==> src/sv/iirdf1_pkg.sv <==
`default_nettype none
package iirdf1_pkg;

   // sample and coefficient formats
   localparam int SAMPLE_W = 16;
   localparam int COEF_W   = 24;
   localparam int FRAC_W   = 20;
   localparam int HIST_W   = 40;                 // stored output history, Q19.20
   localparam int HALF_W   = HIST_W / 2;         // history split for the multiplier
   localparam int MDATA_W  = HALF_W + 1;         // signed data operand of the multiplier
   localparam int PROD_W   = COEF_W + MDATA_W;
   localparam int ACC_W    = 48;
   localparam int CSR_IDX_W = 8;

   // register map: feedforward b[0..4], then feedback a[1..3]
   localparam int NB_MAX   = 5;
   localparam int NA_MAX   = 3;
   localparam int NUM_COEF = NB_MAX + NA_MAX;

   localparam logic [COEF_W-1:0] COEF_ONE = 24'h10_0000;   // 1.0 in Q3.20

   typedef enum logic [4:0] {
      ST_IDLE  = 5'b00001,
      ST_RUN   = 5'b00010,
      ST_DRAIN = 5'b00100,
      ST_SAT   = 5'b01000,
      ST_DONE  = 5'b10000
   } state_type;

   typedef enum logic [1:0] {
      KIND_FF    = 2'd0,   // b*x, added
      KIND_FB_LO = 2'd1,   // a*y low half, rounded, subtracted
      KIND_FB_HI = 2'd2    // a*y high half, subtracted
   } kind_type;

endpackage
`default_nettype wire

==> src/sv/iir_direct_form_one_filter.sv <==
`default_nettype none
// Direct form I IIR filter for signed 16-bit samples. Each req item carries one
// sample x(n); one rsp item comes back with y(n) = sum b[k]*x(n-k) - sum a[k]*y(n-k),
// rounded half away from zero and saturated to 16 bits, plus a clip flag in tuser.
// Coefficients are signed Q3.20 registers written over the csr port (index 0..4:
// b[0..4], index 5..7: a[1..3]; other indexes are dropped). After reset b[0] = 1.0
// and all others are zero, so the block passes samples through. Output history is
// kept unrounded with 20 fractional bits and saturated to 40 bits. All products go
// through one shared 24x21 signed multiplier: one product per feedforward tap and two
// per feedback tap (low and high half of the 40-bit history). req_tready is low from
// the accept until the result is in the rsp register, so a new item is taken only
// once the previous one is finished. A finished result sits in the rsp register, so
// the next item can be taken before the previous result is read; the filter only
// waits if that earlier result is still unread when the next one is done.
module iir_direct_form_one_filter #(
   parameter int NUM_TAPS = 5,   // feedforward taps, 1..5
   parameter int FB_TAPS  = 4    // feedback taps including a[0], 1..4
) (
   input  wire                                   clock,
   input  wire                                   reset,
   // input items
   input  wire                                   req_tvalid,
   output logic                                  req_tready,
   input  wire  [iirdf1_pkg::SAMPLE_W-1:0]       req_tdata,   // [15:0] sample
   // result items
   output logic                                  rsp_tvalid,
   input  wire                                   rsp_tready,
   output logic [iirdf1_pkg::SAMPLE_W-1:0]       rsp_tdata,   // [15:0] filtered
   output logic                                  rsp_tuser,   // [0] clipped
   // coefficient writes
   input  wire                                   csr_valid,
   output logic                                  csr_ready,
   input  wire  [iirdf1_pkg::CSR_IDX_W-1:0]      csr_index,
   input  wire  [iirdf1_pkg::COEF_W-1:0]         csr_wdata
);
   import iirdf1_pkg::*;

   localparam int N_OPS    = NUM_TAPS + 2 * (FB_TAPS - 1);
   localparam int OP_W     = $clog2(N_OPS + 1);
   localparam int XH_DEPTH = (NUM_TAPS > 1) ? NUM_TAPS - 1 : 1;
   localparam int YH_DEPTH = (FB_TAPS > 1) ? FB_TAPS - 1 : 1;
   localparam logic [ACC_W-1:0] HIST_MAX = ACC_W'((64'sd1 <<< (HIST_W - 1)) - 64'sd1);
   localparam logic [ACC_W-1:0] HIST_MIN = ACC_W'(-(64'sd1 <<< (HIST_W - 1)));

   state_type                     state_ff, state_in;
   logic [OP_W-1:0]               idx_ff, idx_in;
   logic signed [SAMPLE_W-1:0]    sample_ff, sample_in;
   logic signed [SAMPLE_W-1:0]    xh_ff [XH_DEPTH];
   logic signed [HIST_W-1:0]      yh_ff [YH_DEPTH];
   logic signed [COEF_W-1:0]      coef_ff [NUM_COEF];
   logic signed [PROD_W-1:0]      prod_ff, prod_in;
   kind_type                      kind_ff, kind_in;
   logic                          prod_vld_ff, prod_vld_in;
   logic signed [ACC_W-1:0]       acc_ff, acc_in;
   logic                          rsp_vld_ff, rsp_vld_in;
   logic [SAMPLE_W-1:0]           rsp_data_ff, rsp_data_in;
   logic                          rsp_clip_ff, rsp_clip_in;

   logic                          req_acc, out_free, hist_upd;
   logic [OP_W-1:0]               rel, fb_sel;
   logic signed [COEF_W-1:0]      mul_a;
   logic signed [MDATA_W-1:0]     mul_b;
   logic signed [ACC_W-1:0]       term;
   logic signed [PROD_W:0]        lo_sum;
   logic signed [ACC_W-1:0]       acc_sat;
   logic                          neg;
   logic [HIST_W:0]               mag;
   logic [HIST_W:0]               mag_rnd;
   logic [HIST_W-FRAC_W:0]        q;
   logic                          clip;
   logic [SAMPLE_W-1:0]           q_val;

   assign req_tready = (state_ff == ST_IDLE);
   assign req_acc    = req_tvalid && req_tready;
   assign out_free   = !rsp_vld_ff || rsp_tready;
   assign csr_ready  = 1'b1;
   assign rsp_tvalid = rsp_vld_ff;
   assign rsp_tdata  = rsp_data_ff;
   assign rsp_tuser  = rsp_clip_ff;
   assign hist_upd   = (state_ff == ST_SAT);

   // operand select for the shared multiplier
   always_comb begin
      rel    = idx_ff - OP_W'(NUM_TAPS);
      fb_sel = rel >> 1;
      mul_a  = '0;
      mul_b  = '0;
      if (idx_ff < OP_W'(NUM_TAPS)) begin
         kind_in = KIND_FF;
         if (idx_ff == '0) begin
            mul_b = MDATA_W'(sample_ff);
         end
         for (int k = 0; k < NUM_TAPS; k++) begin
            if (idx_ff == OP_W'(k)) begin
               mul_a = coef_ff[k];
            end
         end
         for (int k = 0; k < NUM_TAPS - 1; k++) begin
            if (idx_ff == OP_W'(k + 1)) begin
               mul_b = MDATA_W'(xh_ff[k]);
            end
         end
      end else begin
         kind_in = rel[0] ? KIND_FB_HI : KIND_FB_LO;
         for (int k = 0; k < FB_TAPS - 1; k++) begin
            if (fb_sel == OP_W'(k)) begin
               mul_a = coef_ff[NB_MAX + k];
               // high half is signed, low half is a plain magnitude
               mul_b = rel[0] ? MDATA_W'($signed(yh_ff[k][HIST_W-1:HALF_W]))
                              : $signed({1'b0, yh_ff[k][HALF_W-1:0]});
            end
         end
      end
      prod_in     = mul_a * mul_b;
      prod_vld_in = (state_ff == ST_RUN);
   end

   // accumulate the registered product
   always_comb begin
      lo_sum = (PROD_W + 1)'(prod_ff) + (PROD_W + 1)'(1 <<< (FRAC_W - 1));
      if (kind_ff == KIND_FB_LO) begin
         term = ACC_W'(lo_sum >>> FRAC_W);
      end else begin
         term = ACC_W'(prod_ff);
      end
   end

   // 40-bit history clamp, then round half away from zero and clamp to 16 bits
   always_comb begin
      if (!acc_ff[ACC_W-1] && acc_ff > $signed(HIST_MAX)) begin
         acc_sat = $signed(HIST_MAX);
      end else if (acc_ff[ACC_W-1] && acc_ff < $signed(HIST_MIN)) begin
         acc_sat = $signed(HIST_MIN);
      end else begin
         acc_sat = acc_ff;
      end
      neg     = acc_ff[ACC_W-1];
      mag     = neg ? (HIST_W + 1)'(-acc_ff) : (HIST_W + 1)'(acc_ff);
      mag_rnd = mag + (HIST_W + 1)'(1 <<< (FRAC_W - 1));
      q       = mag_rnd[HIST_W:FRAC_W];
      q_val   = q[SAMPLE_W-1:0];
      if (neg) begin
         clip = (q > (HIST_W - FRAC_W + 1)'(32768));
      end else begin
         clip = (q > (HIST_W - FRAC_W + 1)'(32767));
      end
   end

   // sequencer
   always_comb begin
      state_in    = state_ff;
      idx_in      = idx_ff;
      sample_in   = sample_ff;
      acc_in      = acc_ff;
      rsp_vld_in  = rsp_vld_ff && !rsp_tready;
      rsp_data_in = rsp_data_ff;
      rsp_clip_in = rsp_clip_ff;
      if (prod_vld_ff) begin
         acc_in = (kind_ff == KIND_FF) ? acc_ff + term : acc_ff - term;
      end
      unique case (state_ff)
         ST_IDLE: begin
            if (req_acc) begin
               sample_in = req_tdata;
               idx_in    = '0;
               acc_in    = '0;
               state_in  = ST_RUN;
            end
         end
         ST_RUN: begin
            idx_in = idx_ff + OP_W'(1);
            if (idx_ff == OP_W'(N_OPS - 1)) begin
               state_in = ST_DRAIN;
            end
         end
         ST_DRAIN: begin
            state_in = ST_SAT;
         end
         ST_SAT: begin
            acc_in   = acc_sat;
            state_in = ST_DONE;
         end
         ST_DONE: begin
            if (out_free) begin
               rsp_vld_in  = 1'b1;
               rsp_clip_in = clip;
               if (clip) begin
                  rsp_data_in = neg ? 16'h8000 : 16'h7FFF;
               end else begin
                  rsp_data_in = neg ? -q_val : q_val;
               end
               state_in = ST_IDLE;
            end
         end
         default: begin
            state_in = ST_IDLE;
         end
      endcase
   end

   always_ff @(posedge clock) begin
      if (reset) begin
         state_ff    <= ST_IDLE;
         prod_vld_ff <= 1'b0;
         rsp_vld_ff  <= 1'b0;
      end else begin
         state_ff    <= state_in;
         prod_vld_ff <= prod_vld_in;
         rsp_vld_ff  <= rsp_vld_in;
      end
   end

   always_ff @(posedge clock) begin
      idx_ff      <= idx_in;
      sample_ff   <= sample_in;
      prod_ff     <= prod_in;
      kind_ff     <= kind_in;
      acc_ff      <= acc_in;
      rsp_data_ff <= rsp_data_in;
      rsp_clip_ff <= rsp_clip_in;
   end

   // coefficient registers
   always_ff @(posedge clock) begin
      if (reset) begin
         for (int k = 0; k < NUM_COEF; k++) begin
            coef_ff[k] <= (k == 0) ? COEF_ONE : '0;
         end
      end else if (csr_valid && csr_index < CSR_IDX_W'(NUM_COEF)) begin
         coef_ff[csr_index[$clog2(NUM_COEF)-1:0]] <= csr_wdata;
      end
   end

   // input history: x(n-1) at slot 0
   always_ff @(posedge clock) begin
      if (reset) begin
         for (int k = 0; k < XH_DEPTH; k++) begin
            xh_ff[k] <= '0;
         end
      end else if (hist_upd && NUM_TAPS > 1) begin
         xh_ff[0] <= sample_ff;
         for (int k = 1; k < XH_DEPTH; k++) begin
            xh_ff[k] <= xh_ff[k-1];
         end
      end
   end

   // output history: y(n-1) at slot 0, left alone without feedback taps
   always_ff @(posedge clock) begin
      if (reset) begin
         for (int k = 0; k < YH_DEPTH; k++) begin
            yh_ff[k] <= '0;
         end
      end else if (hist_upd && FB_TAPS > 1) begin
         yh_ff[0] <= acc_sat[HIST_W-1:0];
         for (int k = 1; k < YH_DEPTH; k++) begin
            yh_ff[k] <= yh_ff[k-1];
         end
      end
   end

endmodule
`default_nettype wire

==> config.mk <==
export PLATFORM = sky130hd
export DESIGN_NAME = iir_direct_form_one_filter
export DESIGN_NICKNAME = d
export VERILOG_FILES = /design/src/sv/iirdf1_pkg.sv /design/src/sv/iir_direct_form_one_filter.sv
export SDC_FILE = /design/constraint.sdc
export NUM_CORES = 2
export LEC_CHECK = 0
export ABC_AREA = 1
export BUFFER_PORTS_ARGS = -buffer_cell sky130_fd_sc_hd__buf_4
export CAP_MARGIN = 20
export CORE_AREA = 10 10 393 395
export DETAILED_ROUTE_END_ITERATION = 6
export DIE_AREA = 0 0 403 405
export GPL_ROUTABILITY_DRIVEN = 0
export PLACE_DENSITY = 0.49
export SYNTH_ARGS = -nofsm -noshare
export SYNTH_HDL_FRONTEND = slang
export SYNTH_SLANG_ARGS = --single-unit
==> constraint.sdc <==
create_clock -name clock -period 8.5 [get_ports clock]
set_input_delay 0.85 -clock clock [delete_from_list [all_inputs] [get_ports clock]]
set_output_delay 0.85 -clock clock [all_outputs]
set_load 0.02 [all_outputs]
Word level (Yosys, flattened, before mapping)
Memory sizes are Yosys's and may differ from the RTL's.
Cells that the tools add are included.
Operators by class
  add/subtract/negate cells: 8
  multipliers: 1
  order comparisons: 6
  equal/unequal tests: 17
  muxes and demuxes: 60
  bitwise logic cells: 7
  reduce and logical (&&, ||, !) cells: 18
Operator list (number)
  two-way mux 48 bit: 6
  two-way mux 21 bit: 12
  two-way mux 24 bit: 10
  two-way mux 40 bit: 3
  two-way mux 16 bit: 7
  case mux 48 bit (2 select lines): 1
  adder 48 bit: 1
  greater-than comparator 48 x 40 -> 1 bit, second input constant: 1
  less-than comparator 48 x 40 -> 1 bit, second input constant: 1
  subtractor 48 bit: 1
  adder 45 x 21 -> 46 bit, second input constant: 1
  multiplier 24 x 21 -> 45 bit: 1
  adder 41 x 20 -> 41 bit, second input constant: 1
  two-way mux 41 bit: 1
  negator 41 bit: 1
  case mux 5 bit (5 select lines): 1
  OR reduction 24 bit: 1
  greater-than comparator 21 x 15 -> 1 bit, second input constant: 1
  greater-than comparator 21 x 16 -> 1 bit, second input constant: 1
  negator 16 bit: 1
  two-way mux 5 bit: 3
  two-way mux 1 bit: 12
  equality test 4 x 2 -> 1 bit, second input constant: 2
  logical NOT 4 bit: 2
  other kinds (30): 45
Word-level totals
  bits in registers: 139
  memory bits (writable): 376
  input bits: 53
  output and inout bits: 20
  logic and storage cells: 131
  memories: 3
Memories
  coef_ff: depth 8, width 24, rd ports 8, clocked after memory_dff 0, write ports 8, line iir_direct_form_one_filter.sv:50  | logic signed [COEF_W-1:0] coef_ff [NUM_COEF];
  yh_ff: depth 3, width 40, rd ports 3, clocked after memory_dff 0, write ports 3, line iir_direct_form_one_filter.sv:49  | logic signed [HIST_W-1:0] yh_ff [YH_DEPTH];
  xh_ff: depth 4, width 16, rd ports 4, clocked after memory_dff 0, write ports 4, line iir_direct_form_one_filter.sv:48  | logic signed [SAMPLE_W-1:0] xh_ff [XH_DEPTH];

Logic depth before layout (Yosys ltp)
  depth in word-level cells: 8
  gate-level depth with buffers: 46

Worst setup path after synthesis
No wires, ideal clock.
  path kind: register to register
  start point: reg idx_ff[0]
  end point: reg prod_ff[41]
  setup time: 0.072 ns
  arrival time: 8.923 ns
  slack: -0.495 ns
  stages on the path, launching flop included: 42
  clock period less this slack: 8.995 ns
  path through: edfxtp_1 > buf_2 > inv_1 > clkbuf_1 > clkbuf_1 > ha_1 > or2_1 > nand2_2 > nand3_2 > inv_2 > buf_4 > buf_4 > o211ai_1 > nand3_1 > nand3_1 > inv_1 > a31oi_1 > inv_1 > [6 not listed] > fa_1 > inv_1 > fa_1 > fa_1 > fa_1 > inv_1 > fa_1 > inv_1 > ha_1 > nand2_1 > nor2_1 > nand2_1 > nor2_1 > nand3_1 > o2111ai_1 > nand4_1 > o211ai_1 > xor2_1
Between the ends
  elaborated cells between the ends (all ways): 32
RTL lines
  start, declared: line iir_direct_form_one_filter.sv:46  | logic [OP_W-1:0] idx_ff, idx_in;
  start signal, assigned: line iir_direct_form_one_filter.sv:214  | idx_ff <= idx_in;
  subtractor 4 x 3 -> 4 bit (*): line iir_direct_form_one_filter.sv:84  | rel = idx_ff - OP_W'(NUM_TAPS);
  named net rel[0]: line iir_direct_form_one_filter.sv:60  | logic [OP_W-1:0] rel, fb_sel;
  two-way mux 21 bit: line iir_direct_form_one_filter.sv:109  | mul_b = rel[0] ? MDATA_W'($signed(yh_ff[k][HIST_W-1:HALF_W]))
  two-way mux 21 bit (2 in a row): line iir_direct_form_one_filter.sv:106  | if (fb_sel == OP_W'(k)) begin
  two-way mux 21 bit (*): line iir_direct_form_one_filter.sv:106
  two-way mux 21 bit (*): line iir_direct_form_one_filter.sv:88  | if (idx_ff < OP_W'(NUM_TAPS)) begin
  multiplier 24 x 21 -> 45 bit (*): line iir_direct_form_one_filter.sv:114  | prod_in = mul_a * mul_b;
  named net prod_in[41]: line iir_direct_form_one_filter.sv:51  | logic signed [PROD_W-1:0] prod_ff, prod_in;
  end signal, assigned: line iir_direct_form_one_filter.sv:216  | prod_ff <= prod_in;
  end, declared: line iir_direct_form_one_filter.sv:51
The timed path passes the listed nets; every way through them passes the cells marked *.
A chain may end at the register's enable or synchronous reset.

Final worst setup path
  start point: reg idx_ff[0]
  end point: reg prod_ff[43]
Between the ends
  longest elaborated chain between the ends: 8
  elaborated cells between the ends (all ways): 32
Ends and longest elaborated chain (line)
  branches (longest 7 deep; another with subtractor 4 x 3 -> 4 bit)
  multiplier 24 x 21 -> 45 bit (*): iir_direct_form_one_filter.sv:114
  named net prod_in[43]: iir_direct_form_one_filter.sv:51
Mark *: on every way through the listed nets, which the timed path passes.

==> impl_metrics.json <==
{
  "status": "finished with violations",
  "violations": "DRC",
  "path_clk_slew_ns": 0.06,
  "crit_start": "idx_ff[0]$_SDFFCE_PN0P_",
  "synth_area_um2": 48100,
  "synth_top_area_cell": "edfxtp_1",
  "setup_tns_ns": 0,
  "synthTopCellsByCount": "nand2_1, inv_1, nor2_1, fa_1, edfxtp_1",
  "dp.cells": 8168,
  "finClkSkew_ns": 0.0745,
  "finalHoldViolCount": 0,
  "pin_count": 73,
  "grt_pass1_vias": 41000,
  "cts_tree": "built",
  "synth_edf_count": 421,
  "detail_route.first_pass.iterations": 7,
  "period_share_pct": 97.6,
  "syn_inst": 5926,
  "drv_slew": 0,
  "min_path_cells": 1,
  "hold_buffers": 0,
  "cts_made_buffers": 59,
  "start_kind": "register",
  "wire_per_inst_um": 20.0,
  "hpwl_um": 131000,
  "core_area_um2": 147000,
  "crit_top_cell": "fa_1",
  "ys_ff_latch": 515,
  "cts_root_buffer": "clkbuf_16",
  "fin_nets": 7086,
  "via_per_inst": 4.92,
  "syn_nets": 6670,
  "max_freq_mhz": 121,
  "grt_overflow": 0,
  "worst-r2r-setup-slack_ns": 0.21,
  "antenna_found_initial": 1,
  "synthArstFlopShare_pct": 0,
  "final_cells": 8322,
  "worstReg2RegStart": "idx_ff[0]$_SDFFCE_PN0P_",
  "min_from": "req_tdata[3]",
  "synth_most_common_cell": "nand2_1",
  "drt_iter0_markers": 3448,
  "final.min_clock_period_ns": 8.29,
  "portBuffers": 71,
  "end_kind": "register",
  "die_area_um2": 163000,
  "n_antenna_cell": 0,
  "rows": 141,
  "ys_seq_area_share_pct": 30.2,
  "finalSetupViolCount": 0,
  "crit_path_top_delay_cell": "fa_1",
  "ant_nets": 0,
  "cts_max_level": 2,
  "dp_slack_ns": -0.212,
  "synth_top_area_share_pct": 26.3,
  "postSynthAreaPerCell_um2": 8.12,
  "cp_max_fo": 7,
  "rr_worst_depth": 37,
  "syn2layout_area_growth_pct": 19.7,
  "arrival_ns": 8.80,
  "synthDistinctLibCells": 62,
  "tightest_slew_ns": 1.04,
  "rsz0062_at_grt": "true",
  "vias": 40900,
  "track_usage_pct": 20.0,
  "grt_pass1_wl_um": 253000,
  "slew-limit-headroom_pct": 30.6,
  "clockBufferDepth": 3,
  "clock_latency_ns": 0.69,
  "die_h_um": 405,
  "cap_viol_max_count": 0,
  "fin_ws_ns": 0.207,
  "reg2reg_to": "prod_ff[43]$_DFF_P_",
  "min_path_type": "primary input to register",
  "cts_sinks": 515,
  "ys_top_cells_by_area": "edfxtp_1, fa_1, nand2_1",
  "ys_warn_count": 0,
  "holdPathEnd": "sample_ff[3]$_DFFE_PP_",
  "synth_flop_cell": "edfxtp_1",
  "drive_gt1_share_pct": 16.0,
  "grt_max_degree": 80,
  "critPathRequiredTime_ns": 9.01,
  "die_w_um": 403,
  "routed_wl_um": 167000,
  "drc": 3,
  "critical_path.max_stage_delay_ns": 0.59,
  "initial_core_util_pct": 32.8,
  "critPathKind": "register to register"
}
routing by layer:
metal	global-route usage, %	share of wire [%]	routed length (um)	vias up
met1	26.8	44	73400	20100
met5	0	0	0	-
met4	6.37	3.6	6070	0
met2	33.6	47	78400	1230
met3	2.18	5.3	8780	243
li1	-	-	-	19300
area by class of cell:
cell class / count / area (um^2)
clock buffer: 72 / 1560
timing repair inverter: 1 / 11.3
sequential: 515 / 14500
multi-input combinational: 4022 / 29200
tap: 1930 / 2410
timing repair buffer: 579 / 5130
fill: 15200 / 89100
clock inverter: 39 / 370
inverter: 1164 / 4430
registers in the layout, indices dropped and copies added (netlist names):
name	count
rsp_tuser	1
prod_ff	45
acc_ff	48
yh_ff	120
xh_ff	64
coef_ff	192
rsp_tdata	16
state_ff	5
kind_ff	2
idx_ff	4
sample_ff	16
prod_vld_ff	1
rsp_tvalid	1
through the flow:
stage / hold WS (ns) / area (um^2) / util, %
3_5_place_dp: 0.518 / 54100 / 36.9
3_3_place_gp: 0.511 / 54100 / 36.9
2_1_floorplan: 0.483 / 48200 / -
5_1_grt: 0.316 / 57600 / 39.3
6_report: 0.346 / 57600 / 39.3
4_1_cts: 0.298 / 56100 / 38.2
critical path, delay by kind of cell, from the launching register on:
| family | cells | cell delay (ns) |
|---|---|---|
| fa+ha+maj | 9 | 4.10 |
| flops | 1 | 0.42 |
| xor+xnor | 1 | 0.15 |
| compound gates | 7 | 1.12 |
| simple gates | 10 | 1.33 |
| buf+inv | 10 | 0.96 |
placed cells by master, fill, tap and decap left out, types with 15 or more instances in the layout:
master	n
a31oi_1	34
nor3_1	40
inv_1	1108
clkbuf_16	67
nor2_2	45
inv_2	38
ha_4	15
a311o_1	16
fa_1	496
clkinv_1	15
nand2_2	41
nand4_1	38
or2_2	22
nand2_1	1141
nand3_1	199
buf_12	47
o211ai_1	92
xor2_1	87
buf_4	510
ha_1	155
xnor2_1	37
nor2_1	863
nor2_4	19
a21oi_2	32
a21oi_1	153
dfxtp_1	93
edfxtp_1	421
o21ai_1	33
fa_2	21
o21ai_0	252
cell families (layout without fill, tap and decap cells):
logic type | count (synthesis) | count (layout) | synth area share (%)
and+or+nand+nor | 2488 | 2488 | 21.4
buffers and inverters | 1389 | 1855 | 11.2
AOI/OAI and AO/OA | 708 | 708 | 8.70
adders and majority gates | 691 | 691 | 26.0
DFF | 515 | 515 | 30.2
xor gates and xnor gates | 128 | 128 | 2.36
muxes | 6 | 6 | 0.125
other | 1 | 1 | 0.00779
timing repair:
item / in CTS / in global routing
buffers inserted: 1 / 32
resized for setup: 10 / 268
endpoints found under the setup margin: 17 / 26
gates cloned: 0 / 9
pin swaps: 1 / 85
how the worst max path moves through the flow:
| stage | end | slack, ns | depth (start not counted) |
|---|---|---|---|
| 3_3_place_gp | prod_ff[23]$_DFF_P_ | -0.09 | 35 |
| 3_5_place_dp | prod_ff[23]$_DFF_P_ | -0.21 | 35 |
| 2_1_floorplan | prod_ff[41]$_DFF_P_ | 0.01 | 36 |
| 4_1_cts | prod_ff[23]$_DFF_P_ | 0.002 | 35 |
| 5_1_grt | prod_ff[43]$_DFF_P_ | -0.16 | 37 |
| 6_report | prod_ff[43]$_DFF_P_ | 0.21 | 37 |
Power is not shown: default switching activity piles up to over one toggle a cycle in this logic, so the estimate is an artifact.
